### config.mk
export PLATFORM = sky130hd
export DESIGN_NAME = bad_block_range_table_top
export DESIGN_NICKNAME = d
export VERILOG_FILES = /design/src/rtl/core/bbrt_pkg.sv /design/src/rtl/core/bad_block_range_table_top.sv /design/src/rtl/core/bbrt_ram.sv /design/src/rtl/core/bbrt_cmp.sv
export SDC_FILE = /design/constraint.sdc
export NUM_CORES = 2
export LEC_CHECK = 0
export CAP_MARGIN = 20
export CELL_PAD_IN_SITES_DETAIL_PLACEMENT = 2
export CELL_PAD_IN_SITES_GLOBAL_PLACEMENT = 2
export CORE_ASPECT_RATIO = 1.4
export CORE_MARGIN = 8
export CORE_UTILIZATION = 30
export CTS_CLUSTER_DIAMETER = 120
export DETAILED_ROUTE_END_ITERATION = 6
export DONT_BUFFER_PORTS = 1
export PLACE_DENSITY = 0.63
export SLEW_MARGIN = 0
export SYNTH_ARGS = -nofsm -noshare
export SYNTH_HDL_FRONTEND = slang
export SYNTH_SLANG_ARGS = --single-unit
### constraint.sdc
create_clock -name clk -period 8.2 [get_ports clk]
set_input_delay 1.23 -clock clk [delete_from_list [all_inputs] [get_ports clk]]
set_output_delay 1.23 -clock clk [all_outputs]
set_load 0.01 [all_outputs]
### src/rtl/core/bbrt_pkg.sv
`default_nettype none
package bbrt_pkg;

  localparam int SLOTS_DEF = 16;
  localparam int ADDR_W    = 32;
  localparam int LEN_W     = 8;
  localparam int FUNC_W    = 2;
  localparam int OUT_CNT_W = 5;
  localparam int ENT_W     = 2 * ADDR_W;

  typedef enum logic [FUNC_W-1:0] {
    FN_ADD = 2'd0,
    FN_RMV = 2'd1,
    FN_HIT = 2'd2,
    FN_OVL = 2'd3
  } func_t;

  typedef struct packed {
    logic covered;
    logic brd_end;
    logic brd_start;
    logic overlap;
    logic single;
    logic at_start;
    logic at_end;
  } cmp_t;

endpackage
`default_nettype wire

### src/rtl/core/bad_block_range_table_top.sv
// Each slot below the used count passes through S_RD, which issues the table RAM read,
// and then S_EV, which compares; S_FIN follows, and S_WR2 after it for a split.
// A new item is not taken while busy; start is taken again
// in the cycle out_valid shows.
// The receiver cannot stall: out_valid is a single-cycle strobe.
// Reset (rst_n low, synchronous) clears the sequencer, active marks and used count.
`default_nettype none
module bad_block_range_table_top #(
  parameter int SLOTS = bbrt_pkg::SLOTS_DEF
) (
  input  wire logic                              clk,
  input  wire logic                              rst_n,
  input  wire logic                              start,
  output logic                                   busy,
  input  wire logic [bbrt_pkg::FUNC_W-1:0]       in_func,
  input  wire logic [bbrt_pkg::ADDR_W-1:0]       in_block_addr,
  input  wire logic [bbrt_pkg::LEN_W-1:0]        in_span_len,
  output logic                                   out_valid,
  output logic                                   out_found,
  output logic [bbrt_pkg::OUT_CNT_W-1:0]         out_slots_used
);

  localparam int IDX_W = (SLOTS > 1) ? $clog2(SLOTS) : 1;
  localparam int CNT_W = $clog2(SLOTS + 1);
  localparam int AW    = bbrt_pkg::ADDR_W;
  localparam int OW    = bbrt_pkg::OUT_CNT_W;

  typedef enum logic [4:0] {
    S_IDLE = 5'b00001,
    S_RD   = 5'b00010,
    S_EV   = 5'b00100,
    S_FIN  = 5'b01000,
    S_WR2  = 5'b10000
  } state_t;

  state_t                    state_r, state_nxt;
  bbrt_pkg::func_t           func_r;
  logic [AW-1:0]             addr_r;
  logic [bbrt_pkg::LEN_W-1:0] len_r;
  logic [CNT_W-1:0]          idx_r, idx_nxt;
  logic [CNT_W-1:0]          used_r, used_nxt;
  logic [SLOTS-1:0]          act_r, act_nxt;
  logic                      m_found_r, m_found_nxt;
  logic [IDX_W-1:0]          m_idx_r, m_idx_nxt;
  bbrt_pkg::cmp_t            m_cmp_r, m_cmp_nxt;
  logic [bbrt_pkg::ENT_W-1:0] m_ent_r, m_ent_nxt;
  logic                      f_found_r, f_found_nxt;
  logic [IDX_W-1:0]          f_idx_r, f_idx_nxt;
  logic                      out_valid_r, out_valid_nxt;
  logic                      out_found_r, out_found_nxt;
  logic [OW-1:0]             out_cnt_r, out_cnt_nxt;

  logic                      we;
  logic [IDX_W-1:0]          waddr;
  logic [bbrt_pkg::ENT_W-1:0] wdata;
  logic [bbrt_pkg::ENT_W-1:0] rdata;
  bbrt_pkg::cmp_t            cmp;

  logic [IDX_W-1:0]          cur;
  logic [CNT_W-1:0]          idx_inc;
  logic                      cur_act;
  logic                      match;
  logic [AW-1:0]             m_s;
  logic [AW-1:0]             m_e;
  logic [IDX_W-1:0]          tgt_idx;
  logic                      tgt_ok;
  logic [CNT_W-1:0]          used_inc;
  logic [OW+CNT_W-1:0]       used_ext;
  logic                      is_query;

  assign cur      = idx_r[IDX_W-1:0];
  assign idx_inc  = idx_r + 1'b1;
  assign cur_act  = act_r[cur];
  assign m_s      = m_ent_r[bbrt_pkg::ENT_W-1:AW];
  assign m_e      = m_ent_r[AW-1:0];
  assign tgt_idx  = f_found_r ? f_idx_r : used_r[IDX_W-1:0];
  assign tgt_ok   = f_found_r || (used_r < CNT_W'(SLOTS));
  assign used_inc = used_r + 1'b1;
  assign is_query = (func_r == bbrt_pkg::FN_HIT) || (func_r == bbrt_pkg::FN_OVL);

  bbrt_ram #(
    .WIDTH (bbrt_pkg::ENT_W),
    .DEPTH (SLOTS),
    .AW    (IDX_W)
  ) u_ram (
    .clk   (clk),
    .we    (we),
    .waddr (waddr),
    .wdata (wdata),
    .raddr (cur),
    .rdata (rdata)
  );

  bbrt_cmp u_cmp (
    .addr     (addr_r),
    .span_len (len_r),
    .ent      (rdata),
    .res      (cmp)
  );

  always_comb begin
    case (func_r)
      bbrt_pkg::FN_ADD: match = cur_act && (cmp.covered || cmp.brd_end || cmp.brd_start);
      bbrt_pkg::FN_OVL: match = cur_act && cmp.overlap;
      default:          match = cur_act && cmp.covered;
    endcase
  end

  always_comb begin
    state_nxt     = state_r;
    idx_nxt       = idx_r;
    used_nxt      = used_r;
    act_nxt       = act_r;
    m_found_nxt   = m_found_r;
    m_idx_nxt     = m_idx_r;
    m_cmp_nxt     = m_cmp_r;
    m_ent_nxt     = m_ent_r;
    f_found_nxt   = f_found_r;
    f_idx_nxt     = f_idx_r;
    out_valid_nxt = 1'b0;
    out_found_nxt = out_found_r;
    out_cnt_nxt   = out_cnt_r;
    we            = 1'b0;
    waddr         = m_idx_r;
    wdata         = m_ent_r;
    used_ext      = '0;
    case (state_r)
      S_IDLE: begin
        if (start) begin
          idx_nxt     = '0;
          m_found_nxt = 1'b0;
          f_found_nxt = 1'b0;
          state_nxt   = (used_r == '0) ? S_FIN : S_RD;
        end
      end
      S_RD: begin
        state_nxt = S_EV;
      end
      S_EV: begin
        if (match && !m_found_r) begin
          m_found_nxt = 1'b1;
          m_idx_nxt   = cur;
          m_cmp_nxt   = cmp;
          m_ent_nxt   = rdata;
        end
        if (!cur_act && !f_found_r) begin
          f_found_nxt = 1'b1;
          f_idx_nxt   = cur;
        end
        idx_nxt   = idx_inc;
        state_nxt = (idx_inc == used_r) ? S_FIN : S_RD;
      end
      S_FIN: begin
        state_nxt = S_IDLE;
        case (func_r)
          bbrt_pkg::FN_ADD: begin
            if (m_found_r) begin
              if (!m_cmp_r.covered) begin
                we    = 1'b1;
                wdata = m_cmp_r.brd_end ? {m_s, addr_r} : {addr_r, m_e};
              end
            end else if (tgt_ok) begin
              we             = 1'b1;
              waddr          = tgt_idx;
              wdata          = {addr_r, addr_r};
              act_nxt[tgt_idx] = 1'b1;
              if (!f_found_r) begin
                used_nxt = used_inc;
              end
            end
          end
          bbrt_pkg::FN_RMV: begin
            if (m_found_r) begin
              if (m_cmp_r.single) begin
                act_nxt[m_idx_r] = 1'b0;
              end else if (m_cmp_r.at_start) begin
                we    = 1'b1;
                wdata = {m_s + 1'b1, m_e};
              end else if (m_cmp_r.at_end) begin
                we    = 1'b1;
                wdata = {m_s, m_e - 1'b1};
              end else if (tgt_ok) begin
                we               = 1'b1;
                waddr            = tgt_idx;
                wdata            = {addr_r + 1'b1, m_e};
                act_nxt[tgt_idx] = 1'b1;
                if (!f_found_r) begin
                  used_nxt = used_inc;
                end
                state_nxt = S_WR2;
              end
            end
          end
          default: begin
          end
        endcase
        if (state_nxt == S_IDLE) begin
          used_ext      = {{OW{1'b0}}, used_nxt};
          out_valid_nxt = 1'b1;
          out_found_nxt = m_found_r && is_query;
          out_cnt_nxt   = used_ext[OW-1:0];
        end
      end
      S_WR2: begin
        we            = 1'b1;
        wdata         = {m_s, addr_r - 1'b1};
        used_ext      = {{OW{1'b0}}, used_r};
        out_valid_nxt = 1'b1;
        out_found_nxt = 1'b0;
        out_cnt_nxt   = used_ext[OW-1:0];
        state_nxt     = S_IDLE;
      end
      default: begin
        state_nxt = S_IDLE;
      end
    endcase
  end

  always_ff @(posedge clk) begin
    if (!rst_n) begin
      state_r     <= S_IDLE;
      used_r      <= '0;
      act_r       <= '0;
      out_valid_r <= 1'b0;
    end else begin
      state_r     <= state_nxt;
      used_r      <= used_nxt;
      act_r       <= act_nxt;
      out_valid_r <= out_valid_nxt;
    end
  end

  always_ff @(posedge clk) begin
    if (state_r == S_IDLE && start) begin
      func_r <= bbrt_pkg::func_t'(in_func);
      addr_r <= in_block_addr;
      len_r  <= in_span_len;
    end
    idx_r       <= idx_nxt;
    m_found_r   <= m_found_nxt;
    m_idx_r     <= m_idx_nxt;
    m_cmp_r     <= m_cmp_nxt;
    m_ent_r     <= m_ent_nxt;
    f_found_r   <= f_found_nxt;
    f_idx_r     <= f_idx_nxt;
    out_found_r <= out_found_nxt;
    out_cnt_r   <= out_cnt_nxt;
  end

  assign busy           = (state_r != S_IDLE);
  assign out_valid      = out_valid_r;
  assign out_found      = out_found_r;
  assign out_slots_used = out_cnt_r;

endmodule
`default_nettype wire

### src/rtl/core/bbrt_ram.sv
`default_nettype none
module bbrt_ram #(
  parameter int WIDTH = 8,
  parameter int DEPTH = 16,
  parameter int AW    = (DEPTH > 1) ? $clog2(DEPTH) : 1
) (
  input  wire logic             clk,
  input  wire logic             we,
  input  wire logic [AW-1:0]    waddr,
  input  wire logic [WIDTH-1:0] wdata,
  input  wire logic [AW-1:0]    raddr,
  output logic      [WIDTH-1:0] rdata
);

  logic [WIDTH-1:0] mem [DEPTH];
  logic [WIDTH-1:0] rdata_r;

  always_ff @(posedge clk) begin
    if (we) begin
      mem[waddr] <= wdata;
    end
    rdata_r <= mem[raddr];
  end

  assign rdata = rdata_r;

endmodule
`default_nettype wire

### src/rtl/core/bbrt_cmp.sv
`default_nettype none
module bbrt_cmp (
  input  wire logic [bbrt_pkg::ADDR_W-1:0] addr,
  input  wire logic [bbrt_pkg::LEN_W-1:0]  span_len,
  input  wire logic [bbrt_pkg::ENT_W-1:0]  ent,
  output bbrt_pkg::cmp_t                   res
);

  logic [bbrt_pkg::ADDR_W-1:0] s;
  logic [bbrt_pkg::ADDR_W-1:0] e;
  logic [bbrt_pkg::ADDR_W-1:0] top;
  logic [bbrt_pkg::ADDR_W-1:0] e_inc;
  logic [bbrt_pkg::ADDR_W-1:0] a_inc;

  assign s     = ent[bbrt_pkg::ENT_W-1:bbrt_pkg::ADDR_W];
  assign e     = ent[bbrt_pkg::ADDR_W-1:0];
  assign top   = addr + {{(bbrt_pkg::ADDR_W-bbrt_pkg::LEN_W){1'b0}}, span_len};
  assign e_inc = e + 1'b1;
  assign a_inc = addr + 1'b1;

  always_comb begin
    res.covered   = (addr >= s) && (addr <= e);
    res.brd_end   = (addr == e_inc);
    res.brd_start = (a_inc == s);
    res.overlap   = (top > s) && (addr <= e);
    res.single    = (s == e);
    res.at_start  = (addr == s);
    res.at_end    = (addr == e);
  end

endmodule
`default_nettype wire

==> flow_summary.ini <==
[run_status]
outcome = finished, final reports clean

[power_and_ir_drop]
total_power_mw = 14.3
vdd_ir_drop_max_v = 0.000150
pwr_density_cell_mw_per_mm2 = 223
leakage_nw = 20.3

[grt]
grt.total_usage_pct = 19.5
grt_antenna_before_repair = 11
first_global_vias = 37300
grt_max_degree = 108
grt_overflow_total = 0
grt_pass1_wl_um = 286000

[setup_path]
rr_startpoint = addr_r[0]
reg2reg_to = m_ent_r[60]
timing.critical_path.arrival_ps = 7390
reg2reg_slack_ps = 1210
critical_path_required_ps = 8600
cp_cell_sequence = ha_1 > inv_1 > fa_1 > nor2b_1 > o21ai_0 > a21boi_0 > o21ai_0 > a21boi_0 > o21ai_0 > a211o_1 > nor4_1 > xor2_1 > ha_1 > and4_1 > nand3_1 > or3_1 > nor3_1 > a211oi_1 > or3_1 > nand2_4 > buf_4
timing.critical_path.fanout_max = 34
worstRegToRegCells = 21
slowest_stage_cell_crit_path = sky130_fd_sc_hd__edfxtp_1
peak_per_stage_delay_on_the_critical_path_ps = 580
criticalPathCategory = flip-flop to flip-flop
critPathLaunchType = flip-flop
endpoint_kind = flip-flop
critical-path-top-cell-by-count = sky130_fd_sc_hd__o21ai_0

[timing]
worstMarginPinSlew_ps = 1180
rsz0062_at_grt = no
final_min_period_over_clock_period_pct = 85.3
timing.final.hold_violations = 0
setup_tns_ps = 0
max-slew-margin-rel_pct = 21.6
timing.fmax_mhz = 143
post_route_clock_skew_ps = 57.8
finalCriticalPeriod_ps = 6990
hold_ws_ps = 481
finalMaxSlewViolations = 0
setup-violations-final = 0

[floorplanning]
core_region_area_sq_mm = 0.187
initial_utilization_pct = 30.1
die_area_sq_mm = 0.201
standard_cell_row_count = 188
i_o_pins = 53
fp.dieW_um = 381
die-height_um = 528

[hold_path]
count_of_cells_along_the_worst_hold_path = 2
worstHoldStart = act_r[14]
kind_of_path_behind_the_tightest_hold_check = flip-flop to flip-flop
worstHoldEndpoint = act_r[14]

[synthesis]
yosys.cell_types.count = 91
largest_family_of_logic_cells_by_synthesized_area = multiplexers
synth_warnings = 0
synth.mux.area_fraction_pct = 13.4
number_of_enable_type_register_cells_in_the_synthesized_netlist = 1156
synth_top_flop_cell = sky130_fd_sc_hd__edfxtp_1
post_synth_and_or_nand_nor_area_fraction_pct = 6.96
synth-adder-area-share_pct = 2.62
synth_area_leaders = sky130_fd_sc_hd__edfxtp_1 62%, sky130_fd_sc_hd__mux4_2 13%, sky130_fd_sc_hd__dfxtp_1 3.2%, sky130_fd_sc_hd__ha_1 2.6%, sky130_fd_sc_hd__xnor2_1 1.9%
seq_area_frac_synth_pct = 65.1
yosysTopAreaCellShare_pct = 61.9
synth-compound-area-share_pct = 5.97
synth_xor_area_share_pct = 3.84
synth_top_area_cell = sky130_fd_sc_hd__edfxtp_1
synth_area_per_cell_sq_um = 15.8
synthTopCellsByCount = 1,156 x sky130_fd_sc_hd__edfxtp_1, 325 x sky130_fd_sc_hd__mux4_2, 227 x sky130_fd_sc_hd__nand2_1, 166 x sky130_fd_sc_hd__nor2_1, 141 x sky130_fd_sc_hd__clkbuf_1
yosysMostFrequentCell = sky130_fd_sc_hd__edfxtp_1
syn-cell-area_sq_mm = 0.0561
syn-num-nets = 3702
synth-async-reset-ratio_pct = 0
synth_seq_cells = 1247
syn-instance-count = 3540

[cts]
cts_htree_levels = 3
cts.reportedPaths.clkPinSlew_ps = 70
max-clock-path-buffers = 3
clk_latency_ps = 760
cts_tree = yes
cts.root.buffer_cell = sky130_fd_sc_hd__clkbuf_16
numCtsBuffers = 114
ctsHoldBuffers = 0
cts_setup_buffers = 0
clock-sinks = 1247
post_cts_resized = 0

[place]
place.port_buffers = 0
dp.final_hpwl_um = 132000
gpl.final_weighted_congestion = 0.893
place.detailed.instances = 5968

[drt]
wl_um = 203000
detail_route.first_pass.iterations = 6
antenna_left = 0
number_of_vias_after_detailed_routing = 34400
drc_marker_count_from_the_first_detailed_route_iteration = 2784
vias_per_cell = 5.54
detail_route.wl_per_cell_um = 32.7
dr_drc_count = 0

[layout]
final_core_utilization_pct = 34.4
post_route_cells_drive_above_1_share_pct = 20.0
final_cell_count_no_fill = 6200
syn2layout_area_growth_pct = 14.3
fin_nets = 3789

[flow_run]
max_cap_viol_count = 0
registers in the layout, indices dropped and copies added (netlist names), 2 cells and up:
register        count
f_idx_r             4
m_ent_r            64
u_ram.rdata        64
state_r             5
u_ram.mem        1024
out_slots_used      5
idx_r               5
act_r              16
func_r              2
addr_r             32
m_idx_r             4
used_r              5
m_cmp_r             5
len_r               8
routing by layer:
metal,vias to the layer above,GRT usage [%],part of all wire [%]
met4,0,8.15,4.6
met1,18700,23.5,40
li1,14300,-,-
met2,1063,35.3,52
met5,-,0,0
met3,361,2.01,4.1
critical path: cells and delay by family, from the launching register on:
kind	cells	cell delay (ps)
and+or+nand+nor	8	2710
AOI/OAI and AO/OA	7	1820
adders and majority gates	3	980
DFF	1	580
buffers and inverters	2	420
xor gates and xnor gates	1	120
worst max path at each step:
stage	startpoint	end	slack [ps]	depth (start not counted)
after global routing	addr_r[0]	m_ent_r[60]	800	21
after floorplan	addr_r[1]	m_cmp_r[0]	1860	20
after global placement	addr_r[0]	m_ent_r[9]	1280	21
after detailed placement	addr_r[0]	m_ent_r[59]	1260	21
final	addr_r[0]	m_ent_r[60]	1210	21
after CTS	addr_r[0]	m_ent_r[60]	1200	21
cells in the final DEF, fill, tap and decap left out, types with 20 or more instances in the layout:
master / count
sky130_fd_sc_hd__clkbuf_16: 114
sky130_fd_sc_hd__nor2_1: 149
sky130_fd_sc_hd__inv_1: 97
sky130_fd_sc_hd__nor4_1: 50
sky130_fd_sc_hd__a221oi_1: 35
sky130_fd_sc_hd__nand2_1: 226
sky130_fd_sc_hd__nand3_1: 88
sky130_fd_sc_hd__xor2_1: 120
sky130_fd_sc_hd__o21ai_0: 109
sky130_fd_sc_hd__buf_4: 140
sky130_fd_sc_hd__or3_1: 20
sky130_fd_sc_hd__dfxtp_1: 91
sky130_fd_sc_hd__ha_1: 114
sky130_fd_sc_hd__xnor2_1: 123
sky130_fd_sc_hd__and3_1: 20
sky130_fd_sc_hd__o21ai_1: 20
sky130_fd_sc_hd__edfxtp_1: 1156
sky130_fd_sc_hd__nor2b_1: 21
sky130_fd_sc_hd__clkbuf_1: 22
sky130_fd_sc_hd__o221ai_1: 32
sky130_fd_sc_hd__mux4_2: 325
sky130_fd_sc_hd__nand4_1: 53
sky130_fd_sc_hd__nor3_1: 47
sky130_fd_sc_hd__a21oi_1: 113
sky130_fd_sc_hd__a31oi_1: 20
cell families (layout without fill, tap and decap cells):
group	after synthesis	count (layout)
XOR/XNOR	244	244
AO/OA/AOI/OAI	508	508
adder cells (fa/ha/maj)	117	117
other	0	3
multiplexers	343	343
flip-flops	1247	1247
AND/OR/NAND/NOR	781	781
buffers and inverters	300	487
layout make-up:
class / count / area (sq um)
fillers: 18600 / 122000
flip-flops and latches: 1247 / 36500
multi-input cells: 1993 / 18600
well taps: 2470 / 3090
clock buffers: 142 / 3020
repair buffers: 171 / 1550
clock inverters: 74 / 951
inverters: 100 / 375
diodes: 3 / 7.51
report_power, final:
part | leakage (nW) | switching (mW) | internal [mW]
logic | 7.19 | 0.820 | 0.533
registers | 11.2 | 0.235 | 6.97
clock network | 1.90 | 2.56 | 3.15
metrics by stage:
| stage | setup slack [ps] | area [sq um] |
|---|---|---|
| floorplan | 1860 | 56100 |
| global placement | 1280 | 59900 |
| detailed placement | 1260 | 60000 |
| CTS | 1200 | 64000 |
| global route | 803 | 64100 |
| finish | 1210 | 64100 |
Power figures use the tool's default switching activity.
